### src/design/fcs_pkg.sv
// ----------------------------------------------------------------------------
// fcs_pkg: shared definitions of the frame call stack
// Constants, command and status codes, and the control and status bundles
// between the controller and the datapath.
// ----------------------------------------------------------------------------
package fcs_pkg;

    localparam int DEPTH       = 256;
    localparam int CAP_LIMIT   = 199;
    localparam int CAP         = (DEPTH - 1 < CAP_LIMIT) ? DEPTH - 1 : CAP_LIMIT;
    localparam int ADDR_W      = $clog2(DEPTH);
    localparam int IDX_W       = $clog2(CAP + 1);
    localparam int FRAME_SLOTS = 4;
    localparam int RSV_W       = (IDX_W > 8) ? IDX_W + 1 : 9;

    typedef enum logic [2:0] {
        CMD_PUSH_INT   = 3'd0,
        CMD_PUSH_FLT   = 3'd1,
        CMD_POP_INT    = 3'd2,
        CMD_POP_FLT    = 3'd3,
        CMD_RESERVE    = 3'd4,
        CMD_PUSH_FRAME = 3'd5,
        CMD_POP_FRAME  = 3'd6,
        CMD_RESET      = 3'd7
    } t_cmd;

    typedef enum logic [1:0] {
        ST_OK        = 2'd0,
        ST_OVERFLOW  = 2'd1,
        ST_UNDERFLOW = 2'd2,
        ST_BOTTOM    = 2'd3
    } t_status;

    typedef enum logic [2:0] {
        SRC_INT,
        SRC_FLT,
        SRC_BASE,
        SRC_TIME,
        SRC_OFF,
        SRC_SUB
    } t_src;

    typedef enum logic [2:0] {
        CAP_NONE,
        CAP_INT,
        CAP_FLT,
        CAP_SUB,
        CAP_OFF,
        CAP_TIME,
        CAP_BASE
    } t_cap;

    typedef enum logic [3:0] {
        DP_NOP,
        DP_RESERVE,
        DP_CLEAR,
        DP_ECHO,
        DP_BOTTOM,
        DP_FRAME_OPEN,
        DP_TOP_TO_BASE,
        DP_READ,
        DP_POST
    } t_dp_op;

    typedef enum logic [3:0] {
        S_IDLE,
        S_DECODE,
        S_PUSH,
        S_POP_CAP,
        S_FPUSH,
        S_FOPEN,
        S_FPOP_SET,
        S_FPOP,
        S_POST
    } t_state;

    typedef struct packed {
        logic    in_ready;
        t_dp_op  op;
        t_src    src;
        logic    wr;
        t_cap    cap;
        t_status status;
    } t_dp_cmd;

    typedef struct packed {
        logic in_valid;
        t_cmd cmd;
        logic top_full;
        logic pop_block;
        logic fpush_full;
        logic base_zero;
        logic rsv_sat;
        logic out_busy;
    } t_dp_stat;

endpackage

### src/design/fcs_ctrl.sv
// ----------------------------------------------------------------------------
// fcs_ctrl: command sequencer of the frame call stack
// Decodes each command and steps the datapath through its writes, reads
// and result posting.
// ----------------------------------------------------------------------------
module fcs_ctrl (
    input  logic              i_clk,
    input  logic              i_rst_n,
    input  fcs_pkg::t_dp_stat i_stat,
    output fcs_pkg::t_dp_cmd  o_cmd
);

    fcs_pkg::t_state  r_state;
    fcs_pkg::t_state  n_state;
    logic [2:0]       r_k;
    logic [2:0]       n_k;
    fcs_pkg::t_status r_status;
    fcs_pkg::t_status n_status;

    always_ff @(posedge i_clk) begin
        if (!i_rst_n) begin
            r_state  <= fcs_pkg::S_IDLE;
            r_k      <= '0;
            r_status <= fcs_pkg::ST_OK;
        end else begin
            r_state  <= n_state;
            r_k      <= n_k;
            r_status <= n_status;
        end
    end

    always_comb begin
        n_state  = r_state;
        n_k      = r_k;
        n_status = r_status;
        o_cmd    = '{in_ready: 1'b0, op: fcs_pkg::DP_NOP, src: fcs_pkg::SRC_INT,
                     wr: 1'b0, cap: fcs_pkg::CAP_NONE, status: r_status};
        unique case (r_state)
            fcs_pkg::S_IDLE: begin
                o_cmd.in_ready = 1'b1;
                if (i_stat.in_valid) begin
                    n_state  = fcs_pkg::S_DECODE;
                    n_status = fcs_pkg::ST_OK;
                    n_k      = '0;
                end
            end
            fcs_pkg::S_DECODE: begin
                n_state = fcs_pkg::S_POST;
                unique case (i_stat.cmd) inside
                    fcs_pkg::CMD_PUSH_INT, fcs_pkg::CMD_PUSH_FLT: begin
                        if (i_stat.top_full) begin
                            n_status = fcs_pkg::ST_OVERFLOW;
                        end else begin
                            n_state = fcs_pkg::S_PUSH;
                        end
                    end
                    fcs_pkg::CMD_POP_INT, fcs_pkg::CMD_POP_FLT: begin
                        if (i_stat.pop_block) begin
                            n_status = fcs_pkg::ST_UNDERFLOW;
                        end else begin
                            o_cmd.op = fcs_pkg::DP_READ;
                            n_state  = fcs_pkg::S_POP_CAP;
                        end
                    end
                    fcs_pkg::CMD_RESERVE: begin
                        o_cmd.op = fcs_pkg::DP_RESERVE;
                        if (i_stat.rsv_sat) begin
                            n_status = fcs_pkg::ST_OVERFLOW;
                        end
                    end
                    fcs_pkg::CMD_PUSH_FRAME: begin
                        if (i_stat.fpush_full) begin
                            o_cmd.op = fcs_pkg::DP_ECHO;
                            n_status = fcs_pkg::ST_OVERFLOW;
                        end else begin
                            n_state = fcs_pkg::S_FPUSH;
                        end
                    end
                    fcs_pkg::CMD_POP_FRAME: begin
                        if (i_stat.base_zero) begin
                            o_cmd.op = fcs_pkg::DP_BOTTOM;
                            n_status = fcs_pkg::ST_BOTTOM;
                        end else begin
                            n_state = fcs_pkg::S_FPOP_SET;
                        end
                    end
                    default: begin
                        o_cmd.op = fcs_pkg::DP_CLEAR;
                    end
                endcase
            end
            fcs_pkg::S_PUSH: begin
                o_cmd.src = (i_stat.cmd == fcs_pkg::CMD_PUSH_FLT)
                          ? fcs_pkg::SRC_FLT : fcs_pkg::SRC_INT;
                n_k = r_k + 3'd1;
                if (r_k == 3'd2) begin
                    o_cmd.wr = 1'b1;
                    n_state  = fcs_pkg::S_POST;
                end
            end
            fcs_pkg::S_POP_CAP: begin
                o_cmd.cap = (i_stat.cmd == fcs_pkg::CMD_POP_FLT)
                          ? fcs_pkg::CAP_FLT : fcs_pkg::CAP_INT;
                n_state = fcs_pkg::S_POST;
            end
            fcs_pkg::S_FPUSH: begin
                case (r_k)
                    3'd0:    o_cmd.src = fcs_pkg::SRC_BASE;
                    3'd1:    o_cmd.src = fcs_pkg::SRC_TIME;
                    3'd2:    o_cmd.src = fcs_pkg::SRC_OFF;
                    default: o_cmd.src = fcs_pkg::SRC_SUB;
                endcase
                o_cmd.wr = r_k >= 3'd2;
                n_k      = r_k + 3'd1;
                if (r_k == 3'd5) begin
                    n_state = fcs_pkg::S_FOPEN;
                end
            end
            fcs_pkg::S_FOPEN: begin
                o_cmd.op = fcs_pkg::DP_FRAME_OPEN;
                n_state  = fcs_pkg::S_POST;
            end
            fcs_pkg::S_FPOP_SET: begin
                o_cmd.op = fcs_pkg::DP_TOP_TO_BASE;
                n_state  = fcs_pkg::S_FPOP;
            end
            fcs_pkg::S_FPOP: begin
                if (r_k < 3'd4) begin
                    o_cmd.op = fcs_pkg::DP_READ;
                end
                case (r_k)
                    3'd1:    o_cmd.cap = fcs_pkg::CAP_SUB;
                    3'd2:    o_cmd.cap = fcs_pkg::CAP_OFF;
                    3'd3:    o_cmd.cap = fcs_pkg::CAP_TIME;
                    3'd4:    o_cmd.cap = fcs_pkg::CAP_BASE;
                    default: o_cmd.cap = fcs_pkg::CAP_NONE;
                endcase
                n_k = r_k + 3'd1;
                if (r_k == 3'd4) begin
                    n_state = fcs_pkg::S_POST;
                end
            end
            fcs_pkg::S_POST: begin
                if (!i_stat.out_busy) begin
                    o_cmd.op = fcs_pkg::DP_POST;
                    n_state  = fcs_pkg::S_IDLE;
                end
            end
            default: begin
                n_state = fcs_pkg::S_IDLE;
            end
        endcase
    end

endmodule

### config.mk
export PLATFORM = sky130hd
export DESIGN_NAME = fcs_ctrl
export DESIGN_NICKNAME = d
export VERILOG_FILES = /design/src/design/fcs_pkg.sv /design/src/design/fcs_ctrl.sv
export SDC_FILE = /design/constraint.sdc
export NUM_CORES = 1
export LEC_CHECK = 0
export BUFFER_PORTS_ARGS = -buffer_cell sky130_fd_sc_hd__buf_2
export CAP_MARGIN = 20
export CORE_MARGIN = 2
export CORE_UTILIZATION = 56
export CTS_CLUSTER_SIZE = 10
export DETAILED_ROUTE_END_ITERATION = 8
export PLACE_DENSITY = 0.84
export SYNTH_ARGS = -nofsm -noshare
export SYNTH_HDL_FRONTEND = slang
export SYNTH_SLANG_ARGS = --single-unit
### constraint.sdc
create_clock -name i_clk -period 2.4 [get_ports i_clk]
set_input_delay 0.36 -clock i_clk [delete_from_list [all_inputs] [get_ports i_clk]]
set_output_delay 0.36 -clock i_clk [all_outputs]
set_load 0.02 [all_outputs]
==> summary.md <==
| Metric | Value |
|---|---|
| Global Route Usage Sum | `0.273` |
| CP Max Fanout | `17` |
| Crit Path Class | `flip-flop to primary output` |
| Reg2reg path depth | `5` |
| TritonCTS clock tree | `yes` |
| Achievable Freq | `between 400 and 500 MHz` |
| Arrival @ worst endpoint | `around 1700 ps` |
| Starting Density | `0.580` |
| Buffers on Ports | `25` |
| Antenna violations before repair | `0` |
| Io pins | `26` |
| Post-synthesis cell count | `about 130` |
| Critical path's slowest cell | `dfxtp_1` |
| DR vias | `roughly 1100` |
| Maximum VDD drop | `0.000359 V` |
| TritonRoute pass-1 iters | `4` |
| Share of cells above drive strength 1 | `0.239` |
| Period utilization | `0.876` |
| Syn nets | `between 100 and 150` |
| Pwr dens | `~470 nW/um2` |
| Worst-Skew Late Latency | `260 ps` |
| Routed WL | `2470 um` |
| Post-synth EDFFs | `0` |
| Setup Skew | `~4.6 ps` |
| Final setup fails | `0` |
| Placed inst area | `1090 um2` |
| Synth warnings | `0` |
| Critical Path End Type | `primary output` |
| Worst hold path class | `primary input to flip-flop` |
| Ys flop type | `dfxtp_1` |
| Post-route DRC | `0` |
| Flops & latches, synth | `9` |
| Wire per inst | `~14 um` |
| Via count of the first global-routing pass | `957` |
| First-pass GRT wire length | `4150 um` |
| Post-route ant nets | `0` |
| Clk sink count | `9` |
| CTS H-tree depth | `1` |
| DR iter-0 viols | `31` |
| CTS Root Cell | `clkbuf_4` |
| Die X-Extent | `about 46 um` |
| Synth Area per Inst | `between 7 and 8 um2` |
| Layout area overhead | `15.5%` |
| # resized after CTS | `0` |
| Pleak | `approximately 0.00047 uW` |
| Clk pin slew, worst setup/hold paths | `around 60 ps` |
| Unrepaired setup endpoints after global routing | `false` |
| Synth area leaders | `dfxtp_1 (19%), ha_1 (6.5%), mux2i_1 (6.2%), o21ai_0 (4.7%), nand2_1 (4.3%)` |
| Final instance area | `1120 um2` |
| Period minus WS final | `approximately 2100 ps` |
| TritonCTS buffer count | `3` |
| Cell row count | `15` |
| Maximum number of pins on one net before global-route repair | `18` |
| Fin. Hold Viols | `0` |
| Total Negative Setup Slacks | `0 ps` |
| R2r setup slk | `approximately 680 ps` |
| Ys async rst share | `0` |
| Top-area cell type share of the netlist area | `0.186` |
| Register area share after synthesis | `0.186` |
| Core area | `~1700 um2` |
| Outcome | `finished, final reports clean` |
| Final #Nets | `around 170` |
| Relative slew slack | `0.618` |
| Netlist cell types | `43` |
| Post-CTS setup buffers | `0` |
| Worst Tran Pin Value | `572 ps` |
| Placer congestion estimate | `0.904` |
| HPWL Detailed | `1890 um` |
| Max incr delay on CP | `680 ps` |
| Hold_buf cts | `0` |
| Top cell type by total area after synthesis | `dfxtp_1` |
| Max-cap viol count | `0` |
| Die area | `2080 um2` |
| CP endpoint | `o_cmd[10]` |
| Critical path cell sequence | `inv_1 -> a211oi_1 -> a31oi_1 -> nor2_1 -> buf_2` |
| Max clock buf depth | `2` |
| FF-to-FF Start | `r_state[0]` |
| Launching element of the worst setup path | `r_state[2]` |
| Post-synthesis cell area | `between 900 and 1000 um2` |
| Vias per cell | `6.31` |
| Worst setup SP type | `flip-flop` |
| Die height | `~46 um` |
| Max Slew Vio Count | `0` |
| FF-to-FF End | `r_status[1]` |
| Ant diodes | `0` |
| Gr ovfl total | `0` |
| Worst path required time | `just over 2000 ps` |
[power by group]
| group | switching [uW] | internal [uW] |
|---|---|---|
| sequential | 33.2 | 163 |
| clock | 50.9 | 63.9 |
| combinational | 115 | 95.7 |
[final cells by class]
| type | count | area [um2] |
|---|---|---|
| Sequential cell | 9 | 180 |
| Inverter | 10 | 38.8 |
| Fill cell | 139 | 552 |
| Timing Repair Buffer | 26 | 133 |
| Clock buffer | 4 | 26.3 |
| Multi-Input combinational cell | 106 | 719 |
| Tap cell | 17 | 21.3 |
[layer usage]
metal  GRT usage  part of all wire
met1       0.388              0.46
met2       0.406              0.47
met3      0.0278             0.051
met4       0.135             0.013
met5           0                 0
[critical path, delay by kind of cell, from the launching register on]
family | cells | cell delay (ps)
AOI/OAI and AO/OA | 2 | 280
buffers and inverters | 2 | 400
and+or+nand+nor | 1 | 120
DFF | 1 | 680
[stage by stage]
stage	utilization	std cells	power (uW)	hold WS (ps)	setup WS (ps)
5_1_grt	0.670	172	564	427	163
3_5_place_dp	0.654	168	407	459	486
3_3_place_gp	0.654	168	402	448	554
2_1_floorplan	-	132	348	491	590
4_1_cts	0.670	172	524	392	316
6_report	0.670	172	521	406	297
[cells in the final DEF, fill, tap and decap left out, types with 4 or more instances in the layout]
master    instances
a21oi_1           6
buf_2            25
dfxtp_1           9
ha_1              5
inv_1             9
mux2i_1           6
nand2_1          11
nand2b_1          4
nand3_1           8
nand3b_1          4
nor2_1            7
nor2b_1           5
nor3_1            4
o21ai_0           9
[kinds of logic (layout without fill, tap and decap cells)]
family	after synthesis	count (layout)	share of synthesized area
mux	8	8	0.0853
simple gates	57	57	0.340
compound gates	36	36	0.253
buf+inv	17	40	0.0711
fa+ha+maj	5	5	0.0646
flops	9	9	0.186
[registers in the layout (all words and copies together) (netlist names)]
signal    flops
r_status      2
r_k           3
r_state       4
[synth_stat cells (2+ instances only)]
library cell / count
nand3_1: 8
dfxtp_1: 9
o21ai_0: 9
nor3_1: 4
and2_1: 2
a31oi_1: 3
mux2i_1: 6
a221oi_1: 2
nand2b_1: 4
clkbuf_1: 6
ha_1: 5
a21oi_1: 6
inv_1: 9
o211ai_1: 2
o311a_1: 2
mux2_2: 2
nor2b_1: 5
nand3b_1: 4
nand2_1: 11
nand4_1: 3
nor2_1: 7
a21boi_1: 2
[worst min-delay path by stage]
stage	from	endpoint	slack (ps)	cells past startpoint
finish	i_stat[0]	r_state[3]	410	3
global route	i_stat[0]	r_state[3]	430	3
CTS	i_stat[0]	r_state[3]	390	3
detailed placement	r_status[0]	r_status[0]	460	2
global placement	r_status[0]	r_status[0]	450	2
floorplan	i_rst_n	r_state[2]	490	2
(Power assumes the default switching activity.)
